### src/hdl/htp_pkg.sv
// Shared types, constants and character classes for the hex token parser.
package htp_pkg;

  localparam int unsigned DEF_MAX_BYTES = 8;
  localparam int unsigned CH_W          = 8;
  localparam int unsigned CNT_W         = 4;
  localparam int unsigned VALUE_W       = 64;
  localparam int unsigned CFG_IDX_W     = 2;
  localparam int unsigned CFG_DATA_W    = 4;

  localparam logic [CNT_W-1:0] RST_BYTE_LIMIT   = 4'd8;
  localparam logic             RST_FIXED_LENGTH = 1'b1;

  localparam logic [CH_W-1:0] CH_NUL   = 8'h00;
  localparam logic [CH_W-1:0] CH_TAB   = 8'h09;
  localparam logic [CH_W-1:0] CH_CR    = 8'h0D;
  localparam logic [CH_W-1:0] CH_SPACE = 8'h20;
  localparam logic [CH_W-1:0] CH_SEMI  = 8'h3B;
  localparam logic [CH_W-1:0] CH_RBRK  = 8'h5D;
  localparam logic [CH_W-1:0] CH_SLASH = 8'h2F;
  localparam logic [CH_W-1:0] CH_ZERO  = 8'h30;
  localparam logic [CH_W-1:0] CH_NINE  = 8'h39;
  localparam logic [CH_W-1:0] CH_UA    = 8'h41;
  localparam logic [CH_W-1:0] CH_UF    = 8'h46;
  localparam logic [CH_W-1:0] CH_LA    = 8'h61;
  localparam logic [CH_W-1:0] CH_LF    = 8'h66;
  localparam logic [CH_W-1:0] HEX_TEN  = 8'd10;

  typedef enum logic [CFG_IDX_W-1:0] {
    REG_BYTE_LIMIT   = 2'd0,
    REG_FIXED_LENGTH = 2'd1
  } cfg_reg_e;

  typedef enum logic [2:0] {
    PH_SKIP = 3'b001,
    PH_HIGH = 3'b010,
    PH_LOW  = 3'b100
  } phase_e;

  typedef struct packed {
    logic               ok;
    logic [CNT_W-1:0]   bytes_parsed;
    logic [VALUE_W-1:0] value;
  } res_t;

  typedef struct packed {
    logic       valid;
    logic [3:0] nib;
  } hex_t;

  function automatic logic is_ws(input logic [CH_W-1:0] c);
    return (c == CH_SPACE) || ((c >= CH_TAB) && (c <= CH_CR));
  endfunction

  function automatic logic is_term(input logic [CH_W-1:0] c);
    return (c == CH_NUL) || is_ws(c) || (c == CH_SEMI) || (c == CH_RBRK) ||
           (c == CH_SLASH);
  endfunction

  function automatic hex_t hex_decode(input logic [CH_W-1:0] c);
    hex_t h;
    logic [CH_W-1:0] t;
    h = '0;
    t = '0;
    if ((c >= CH_ZERO) && (c <= CH_NINE)) begin
      t = c - CH_ZERO;
      h = '{valid: 1'b1, nib: t[3:0]};
    end else if ((c >= CH_UA) && (c <= CH_UF)) begin
      t = c - CH_UA + HEX_TEN;
      h = '{valid: 1'b1, nib: t[3:0]};
    end else if ((c >= CH_LA) && (c <= CH_LF)) begin
      t = c - CH_LA + HEX_TEN;
      h = '{valid: 1'b1, nib: t[3:0]};
    end
    return h;
  endfunction

endpackage

### src/hdl/hex_token_parser_top.sv
// Top level of the hex token parser: input register, token state, result queue.
//
//  channel | handshake                  | payload
//  --------+----------------------------+-----------------------------------
//  in      | in_valid_i / in_stall_o    | ch_i
//  out     | out_valid_o / out_stall_i  | ok_o, bytes_parsed_o, value_o
//  cfg     | cfg_valid_i / cfg_ready_o  | cfg_index_i, cfg_data_i
//
// One word per cycle while in_stall_o is low. A word is held in the input
// register, its token update and any result are formed there, and the result
// is written to the output register, or to the skid entry while that is held.
// A two-entry result queue (output register plus skid) lets words flow while
// one result waits; the input stalls only when both entries are full.
// Reset clears the token state, the queue and restores byte_limit 8, fixed 1.
module hex_token_parser_top
  import htp_pkg::*;
#(
  parameter int unsigned MAX_BYTES = DEF_MAX_BYTES
) (
  input  logic                  clk_i,
  input  logic                  rst_ni,
  input  logic                  in_valid_i,
  output logic                  in_stall_o,
  input  logic [CH_W-1:0]       ch_i,
  output logic                  out_valid_o,
  input  logic                  out_stall_i,
  output logic                  ok_o,
  output logic [CNT_W-1:0]      bytes_parsed_o,
  output logic [VALUE_W-1:0]    value_o,
  input  logic                  cfg_valid_i,
  output logic                  cfg_ready_o,
  input  logic [CFG_IDX_W-1:0]  cfg_index_i,
  input  logic [CFG_DATA_W-1:0] cfg_data_i
);

  localparam int unsigned BUF_W = 8 * MAX_BYTES;
  localparam logic [CNT_W-1:0] MAX_CNT = CNT_W'(MAX_BYTES);

  // configuration
  logic [CNT_W-1:0] byte_limit_q;
  logic             fixed_length_q;

  assign cfg_ready_o = 1'b1;

  always_ff @(posedge clk_i or negedge rst_ni) begin
    if (!rst_ni) begin
      byte_limit_q   <= RST_BYTE_LIMIT;
      fixed_length_q <= RST_FIXED_LENGTH;
    end else if (cfg_valid_i) begin
      case (cfg_index_i)
        REG_BYTE_LIMIT:   byte_limit_q   <= cfg_data_i[CNT_W-1:0];
        REG_FIXED_LENGTH: fixed_length_q <= cfg_data_i[0];
        default: ;
      endcase
    end
  end

  // input register
  logic            chv_q;
  logic [CH_W-1:0] ch_q;
  logic            sv_q;
  logic            ov_q;
  logic            advance;

  assign advance    = chv_q && !sv_q;
  assign in_stall_o = chv_q && sv_q;

  always_ff @(posedge clk_i or negedge rst_ni) begin
    if (!rst_ni) begin
      chv_q <= 1'b0;
    end else if (!in_stall_o) begin
      chv_q <= in_valid_i;
    end
  end

  always_ff @(posedge clk_i) begin
    if (in_valid_i && !in_stall_o) begin
      ch_q <= ch_i;
    end
  end

  // token state
  phase_e           phase_q, phase_d;
  logic [3:0]       high_q, high_d;
  logic [CNT_W-1:0] done_q, done_d;
  logic [BUF_W-1:0] buf_q, buf_d;

  hex_t             hx;
  logic [CNT_W-1:0] lim;
  logic             count_ok;
  logic             emit;
  logic             good;
  res_t             res_new;

  always_comb begin
    hx       = hex_decode(ch_q);
    lim      = (byte_limit_q > MAX_CNT) ? MAX_CNT : byte_limit_q;
    count_ok = (done_q >= lim) || (!fixed_length_q && (done_q != '0));
    phase_d  = phase_q;
    high_d   = high_q;
    done_d   = done_q;
    buf_d    = buf_q;
    emit     = 1'b0;
    good     = 1'b0;
    case (phase_q)
      PH_LOW: begin
        if (!hx.valid) begin
          emit = 1'b1;
        end else begin
          buf_d   = BUF_W'({buf_q, high_q, hx.nib});
          done_d  = done_q + 1'b1;
          phase_d = PH_HIGH;
        end
      end
      PH_SKIP, PH_HIGH: begin
        if (!((phase_q == PH_SKIP) && is_ws(ch_q))) begin
          phase_d = PH_HIGH;
          if ((done_q >= lim) || !hx.valid) begin
            emit = 1'b1;
            good = 1'b1;
          end else begin
            high_d  = hx.nib;
            phase_d = PH_LOW;
          end
        end
      end
      default: phase_d = PH_SKIP;
    endcase
    res_new = '0;
    if (emit) begin
      // drop the token and restart on the ending character
      phase_d = PH_SKIP;
      high_d  = '0;
      done_d  = '0;
      buf_d   = '0;
      if (good && count_ok && is_term(ch_q)) begin
        res_new = '{ok: 1'b1, bytes_parsed: done_q, value: VALUE_W'(buf_q)};
      end
    end
  end

  always_ff @(posedge clk_i or negedge rst_ni) begin
    if (!rst_ni) begin
      phase_q <= PH_SKIP;
      high_q  <= '0;
      done_q  <= '0;
      buf_q   <= '0;
    end else if (advance) begin
      phase_q <= phase_d;
      high_q  <= high_d;
      done_q  <= done_d;
      buf_q   <= buf_d;
    end
  end

  // result queue: output register plus skid entry
  res_t out_q, skid_q;
  logic push, pop;

  assign push = advance && emit;
  assign pop  = ov_q && !out_stall_i;

  always_ff @(posedge clk_i or negedge rst_ni) begin
    if (!rst_ni) begin
      ov_q <= 1'b0;
      sv_q <= 1'b0;
    end else if (!ov_q || pop) begin
      ov_q <= sv_q || push;
      sv_q <= sv_q && push;
    end else if (push) begin
      sv_q <= 1'b1;
    end
  end

  always_ff @(posedge clk_i) begin
    if (!ov_q || pop) begin
      if (sv_q) begin
        out_q <= skid_q;
        if (push) skid_q <= res_new;
      end else if (push) begin
        out_q <= res_new;
      end
    end else if (push) begin
      skid_q <= res_new;
    end
  end

  assign out_valid_o    = ov_q;
  assign ok_o           = out_q.ok;
  assign bytes_parsed_o = out_q.bytes_parsed;
  assign value_o        = out_q.value;

  // checks
  a_fail_zero: assert property (@(posedge clk_i) disable iff (!rst_ni)
    (out_valid_o && !ok_o) |-> (bytes_parsed_o == '0) && (value_o == '0))
    else $error("failed token carries nonzero count or value");

  a_skid_order: assert property (@(posedge clk_i) disable iff (!rst_ni)
    sv_q |-> ov_q)
    else $error("skid entry held while output register empty");

  a_done_range: assert property (@(posedge clk_i) disable iff (!rst_ni)
    done_q <= MAX_CNT)
    else $error("byte count above maximum");

  a_stall_hold: assert property (@(posedge clk_i) disable iff (!rst_ni)
    (chv_q && sv_q) |=> chv_q)
    else $error("input word lost while queue full");

endmodule
### config.mk
export PLATFORM = sky130hd
export DESIGN_NAME = hex_token_parser_top
export DESIGN_NICKNAME = d
export VERILOG_FILES = /design/src/hdl/htp_pkg.sv /design/src/hdl/hex_token_parser_top.sv
export SDC_FILE = /design/constraint.sdc
export NUM_CORES = 1
export LEC_CHECK = 0
export ABC_CLOCK_PERIOD_IN_PS = 18900
export BUFFER_PORTS_ARGS = -buffer_cell sky130_fd_sc_hd__buf_2
export CAP_MARGIN = 20
export CORE_UTILIZATION = 35
export CTS_BUF_LIST = sky130_fd_sc_hd__clkbuf_8
export CTS_CLUSTER_DIAMETER = 120
export DETAILED_ROUTE_END_ITERATION = 8
export SYNTH_ARGS = -nofsm -noshare
export SYNTH_HDL_FRONTEND = slang
export SYNTH_SLANG_ARGS = --single-unit
### constraint.sdc
create_clock -name clk_i -period 18.9 [get_ports clk_i]
set_input_delay 0.945 -clock clk_i [delete_from_list [all_inputs] [get_ports clk_i]]
set_output_delay 0.945 -clock clk_i [all_outputs]
set_load 0.02 [all_outputs]
---- Yosys cells after proc, flatten, opt, wreduce, memory -nomap -nowiden ----
Index checks and enable logic that the tools add are counted.
cells by class
  $lt $le $gt $ge ......................... 10
  $add $sub $neg .......................... 6
  multiplexer cells ....................... 33
  eq/ne operators ......................... 13
  reduce and logical (&&, ||, !) cells .... 44
operators by type and width
  kind                                                                                 number
  69-bit 2-to-1 mux                                                                    7
  64-bit 2-to-1 mux                                                                    3
  4-bit 2-to-1 mux                                                                     8
  8-bit by 6-bit equality test with 1-bit output, second input constant                3
  8-bit by 7-bit greater-or-equal comparator with 1-bit output, second input constant  2
  8-bit by 7-bit less-or-equal comparator with 1-bit output, second input constant     2
  5-bit 2-to-1 mux                                                                     3
  1-bit logical AND                                                                    14
  3-bit 2-to-1 mux                                                                     4
  4-bit by 1-bit subtractor with 4-bit output, second input constant                   3
  2-bit nonzero test                                                                   5
  1-bit logical OR                                                                     9
  4-bit adder, second input constant                                                   2
  8-bit by 7-bit equality test with 1-bit output, second input constant                1
  8-bit by 4-bit greater-or-equal comparator with 1-bit output, second input constant  1
  8-bit by 6-bit greater-or-equal comparator with 1-bit output, second input constant  1
  8-bit by 4-bit less-or-equal comparator with 1-bit output, second input constant     1
  8-bit by 6-bit less-or-equal comparator with 1-bit output, second input constant     1
  8-bit zero test                                                                      1
  1-bit zero test                                                                      6
  1-bit 2-to-1 mux                                                                     6
  2-bit inequality test, second input constant                                         3
  3-bit inequality test, second input constant                                         2
  3-bit one-hot mux with 2 select lines                                                1
  14 further kinds                                                                     17
word-level totals
  output and inout bits ................... 72
  flip-flop bits (word level) ............. 229
  word-level logic and storage cells ...... 122
  bits of input ports ..................... 19

---- Logic depth before layout (Yosys ltp) ----
  word-level depth ........................ 17
  gate-level depth with buffers ........... 12
  gate-level depth less buffers ........... 9

---- Worst setup path after synthesis ----
No wires, ideal clock.
  path kind ............................... flip-flop to flip-flop
  start point ............................. register ch_q[0]
  end point ............................... register out_q, in the netlist bytes_parsed_o[0], enable pin
  cell stages (with the launch flop) ...... 8
  path buffers ............................ 1
  slack ................................... 11.853 ns
  library setup time ...................... 0.591 ns
  arrival time ............................ 6.455 ns
  clock period less this slack ............ 7.047 ns
  data required time ...................... 18.309 ns
  cell sequence ........................... edfxtp_1 -> ha_1 -> o21bai_1 -> a21o_1 -> clkbuf_1 -> o2bb2ai_1 -> a21oi_1 -> o21ai_0
on the way
  longest elaborated chain between the ends .. 13
RTL lines
  what                                                                                                                                       line                         text
  from (decl)                                                                                                                                hex_token_parser_top.sv:60   logic [CH_W-1:0] ch_q;
  from (signal assigned)                                                                                                                     hex_token_parser_top.sv:78   ch_q <= ch_i;
  8-bit by 7-bit greater-or-equal comparator with 1-bit output or 8-bit by 7-bit less-or-equal comparator with 1-bit output (tied branches)  htp_pkg.sv:71                end else if ((c >= CH_LA) && (c <= CH_LF)) begin
  1-bit logical AND                                                                                                                          htp_pkg.sv:71
  5-bit 2-to-1 mux                                                                                                                           htp_pkg.sv:71
  5-bit 2-to-1 mux                                                                                                                           htp_pkg.sv:68                end else if ((c >= CH_UA) && (c <= CH_UF)) begin
  5-bit 2-to-1 mux                                                                                                                           htp_pkg.sv:65                if ((c >= CH_ZERO) && (c <= CH_NINE)) begin
  1-bit zero test                                                                                                                            hex_token_parser_top.sv:118  if ((done_q >= lim) || !hx.valid) begin
  1-bit logical OR                                                                                                                           hex_token_parser_top.sv:118
  1-bit 2-to-1 mux                                                                                                                           hex_token_parser_top.sv:118
  1-bit 2-to-1 mux                                                                                                                           hex_token_parser_top.sv:116  if (!((phase_q == PH_SKIP) && is_ws(ch_q))) begin
  1-bit one-hot mux with 2 select lines *                                                                                                    hex_token_parser_top.sv:105  case (phase_q)
  1-bit logical AND *                                                                                                                        hex_token_parser_top.sv:160  assign push = advance && emit;
  2-bit nonzero test (no source line) *                                                                                                      -
  2-bit AND reduction (no source line) *                                                                                                     -
  to (signal assigned)                                                                                                                       hex_token_parser_top.sv:178  out_q <= skid_q;
  to (signal assigned)                                                                                                                       hex_token_parser_top.sv:181  out_q <= res_new;
  to (decl)                                                                                                                                  hex_token_parser_top.sv:157  res_t out_q, skid_q;
Every way passes the cells marked *; elsewhere a longest branch is shown, timed or not.
A chain may end at the register's enable or synchronous reset.

==> out/results.md <==
| Stage | Item | Reported |
|---|---|---|
| clock tree | Clock sink total | 229 |
| synth | Post-synthesis instance area | 9740 sq um |
| route | Routed wire length | 20000 microns |
| route | ANT nets after route | 0 |
| route | Post-DR wirelength/cell | 16.2 microns |
| hold path | Hold WC Path Type | in -> async |
| floorplan | X dimension of the die | 169 microns |
| floorplan | Chip height | 169 microns |
| synth | Cell accounting for the most synthesized area | edfxtp_1 |
| clock tree | TritonCTS clock tree | built |
| synth | Syn Inst Count | 750 |
| critical path | Critical path type | reg -> reg |
| cells and area | Final antenna diode count | 0 |
| clock tree | Register clock-pin slew on the reported worst setup and hold paths | 60 ps |
| critical path | Worst Path Max Fanout | 72 |
| timing | Post-route minimum period | 3770 ps |
| timing | Smallest setup slack after layout | 15130 ps |
| timing | Setup Skew | 19.8 ps |
| power | Peak ir drop on the vdd network | 0.0000973 V |
| floorplan | Initial Utilization | 0.359 |
| timing | Number of slew-limit violations in the final report | 0 |
| placed design | Final RePlAce weighted congestion | 0.724 |
| synth | Post-synthesis cell type count | 62 |
| global routing | Largest net degree at the start of global routing | 90 |
| floorplan | FP Rows | 60 |
| timing | Hold Violations, Final | 0 |
| clock tree | Buffer cell driving the clock tree root | clkbuf_8 |
| timing | Post-route fraction of the period consumed by the critical path | 0.200 |
| clock tree | Number of buffers inserted to repair setup after CTS | 0 |
| synth | Post-synth ARST share | 0.362 |
| cells and area | Fill cell instance count of the final layout | 2550 |
| synth | Warnings, synthesis | 0 |
| floorplan | Number of top-level pins | 91 |
| clock tree | Maximum number of buffers from clock root to sink | 3 |
| critical path | Nature of the critical path startpoint | flop |
| placed design | Count of port buffers added during placement | 89 |
| clock tree | Depth of the CTS H-tree | 2 |
| route | TritonRoute pass-1 iters | 5 |
| timing | Worst-Margin Slew | 988 ps |
| clock tree | Inserted Clock Buffers | 39 |
| synth | Dominant cells by area after synthesis | edfxtp_1, dfrtp_1, a22o_1 |
| critical path | Data arrival time at the worst-slack endpoint | 4050 ps |
| timing | Setup total negative slack | 0 ps |
| floorplan | Die footprint | 28500 sq um |
| synth | Share of the synthesized area in the top cell type | 0.450 |
| timing | Unrepaired setup endpoints after global routing | no |
| cells and area | Final design instance area without fill | 11200 sq um |
| global routing | Via count of the first global-routing pass | 5767 |
| cells and area | Area added between synthesis and finish | 14.9% |
| cells and area | Share of cells above drive strength 1 | 0.199 |
| critical path | Worst Path Required | 19170 ps |
| synth | Number of enable-type register cells in the synthesized netlist | 146 |
| timing | Worst Hold Slack | 301 ps |
| clock tree | Clock latency of the later-clocked register in the worst-skew pair | 530 ps |
| power | Power density normalized to cell area | 138 nW/um^2 |
| global routing | Combined global-route utilization of all metal layers | 0.144 |
| timing | Highest Clock Rate | 0.265 GHz |
| synth | Leading cell type by number of instances after synthesis | edfxtp_1 |
| timing | Setup-failing EPs final | 0 |
| synth | Sequential element share of the synthesized area | 0.664 |
| route | Remaining DRCs | 0 |
| job | Max Cap Viol | 0 |
| route | Post-DR vias/cell | 4.81 |
| global routing | First-pass GRT wire length | 32300 microns |
| floorplan | Core area | 27100 sq um |
| synth | Mapped Avg Cell Area | 13.0 sq um |
| synth | Post-synth net total | 779 |
| cells and area | Nets | 865 |
| power | Leakage power | 4.35 nW |
| critical path | Depth of the worst register-to-register path | 9 |
| route | Vias after detailed routing | 5954 |
| placed design | Placed wire-length estimate after detailed placement | 11500 microns |
| run status | Result of the run | complete, no violations |
| clock tree | Hold buffers post-CTS | 0 |
| route | Detailed Route Iter0 Violations | 448 |
| critical path | Category of the worst setup path capture point | flop |
| synth | Synth Register Bits | 229 |
| synth | Ys flop type | edfxtp_1 |
| placed design | Pre-CTS worst setup slack | 15080 ps |
| global routing | Remaining global-route overflow | 0 |
| synth | Most frequent cells after synthesis | edfxtp_1, nand2_1, dfrtp_1, nand2b_1, o21ai_1 |
| global routing | Number of antenna violations at the first check in global routing | 0 |
| placed design | Placed Instance Area | 10400 sq um |
| timing | Slew margin rel. | 0.341 |
| clock tree | Number of cells upsized or downsized after cts | 0 |
report_power, final:
part / total (mW) / internal [mW] / switching, mW / leakage [nW]
Sequential: 0.730 / 0.682 / 0.0474 / 2.55
Combinational: 0.401 / 0.117 / 0.284 / 1.36
Clock: 0.415 / 0.221 / 0.194 / 0.441
Total: 1.55 / 1.02 / 0.525 / 4.35
metrics by stage:
step                power (mW)  instances   util
finish                    1.55       1238  0.413
global route              1.63       1238  0.413
CTS                       1.57       1238  0.413
detailed placement        1.15       1167  0.386
global placement          1.14       1167  0.386
floorplan                 1.04        750      -
kinds of logic (layout without fill, tap and decap cells):
group,Yosys count,count (layout),synth area share
muxes,14,14,0.0161
DFF,229,229,0.664
adders and majority gates,10,10,0.0128
and+or+nand+nor,260,260,0.146
xor gates and xnor gates,4,4,0.00360
other,1,1,0.000385
buffers and inverters,58,174,0.0329
AOI/OAI and AO/OA,174,174,0.124
worst max-delay path, stage by stage, from the launching register on:
cell and delay [ps]:
dfstp_2 520, nor2b_1 50, ha_1 250, nand2b_1 150, a2111oi_2 510, or2_2 220
a211o_2 120, buf_4 630, inv_2 640, and2_1 360
final timing paths:
path,slack (ps),to,startpoint
max,15130,skid_q[15],byte_limit_q[3]
min,300,buf_q[23],rst_ni
max reg2reg,15130,skid_q[15],byte_limit_q[3]
min reg2reg,500,buf_q[5],high_q[1]
max in group asynchronous,17400,sv_q,rst_ni
min in group clk_i,500,buf_q[5],high_q[1]
layer usage:
layer / up-vias / routed length (microns) / global-route usage / share of wire
met5: - / 0 / 0 / 0
met4: 0 / 404 / 0.0486 / 0.020
met3: 35 / 939 / 0.0288 / 0.047
met2: 149 / 9260 / 0.219 / 0.46
met1: 2885 / 9410 / 0.206 / 0.47
li1: 2885 / - / - / -
registers in the layout, summed over array words and instances, names as in the netlist:
register        cells
skid_q             69
high_q              4
byte_limit_q        4
ch_q                8
chv_q               1
value_o            64
bytes_parsed_o      4
buf_q              64
done_q              4
ok_o                1
out_valid_o         1
sv_q                1
fixed_length_q      1
phase_q             3
final cells by class:
class / count / area [sq um] / share of cell area
flip-flops and latches: 229 / 6470 / 0.578
repair buffers: 96 / 500 / 0.0447
clock inverters: 25 / 104 / 0.00928
multi-input cells: 463 / 2990 / 0.267
inverters: 7 / 26.3 / 0.00235
well taps: 372 / 465 / 0.0416
clock buffers: 46 / 633 / 0.0566
placed cells by master (no fill, tap or decap), types with 6 or more instances in the layout:
cell type  count
nor2_1         8
dfrtp_1       79
edfxtp_1     146
o21ai_0        6
and2_1        67
nand2_1       85
clkbuf_8      46
mux2_2         9
o21ai_1       68
buf_2         88
a22o_1        61
inv_1         24
ha_1          10
nand3_1        6
buf_4          8
a21oi_1        9
nand2b_1      71
(Power assumes the default switching activity.)
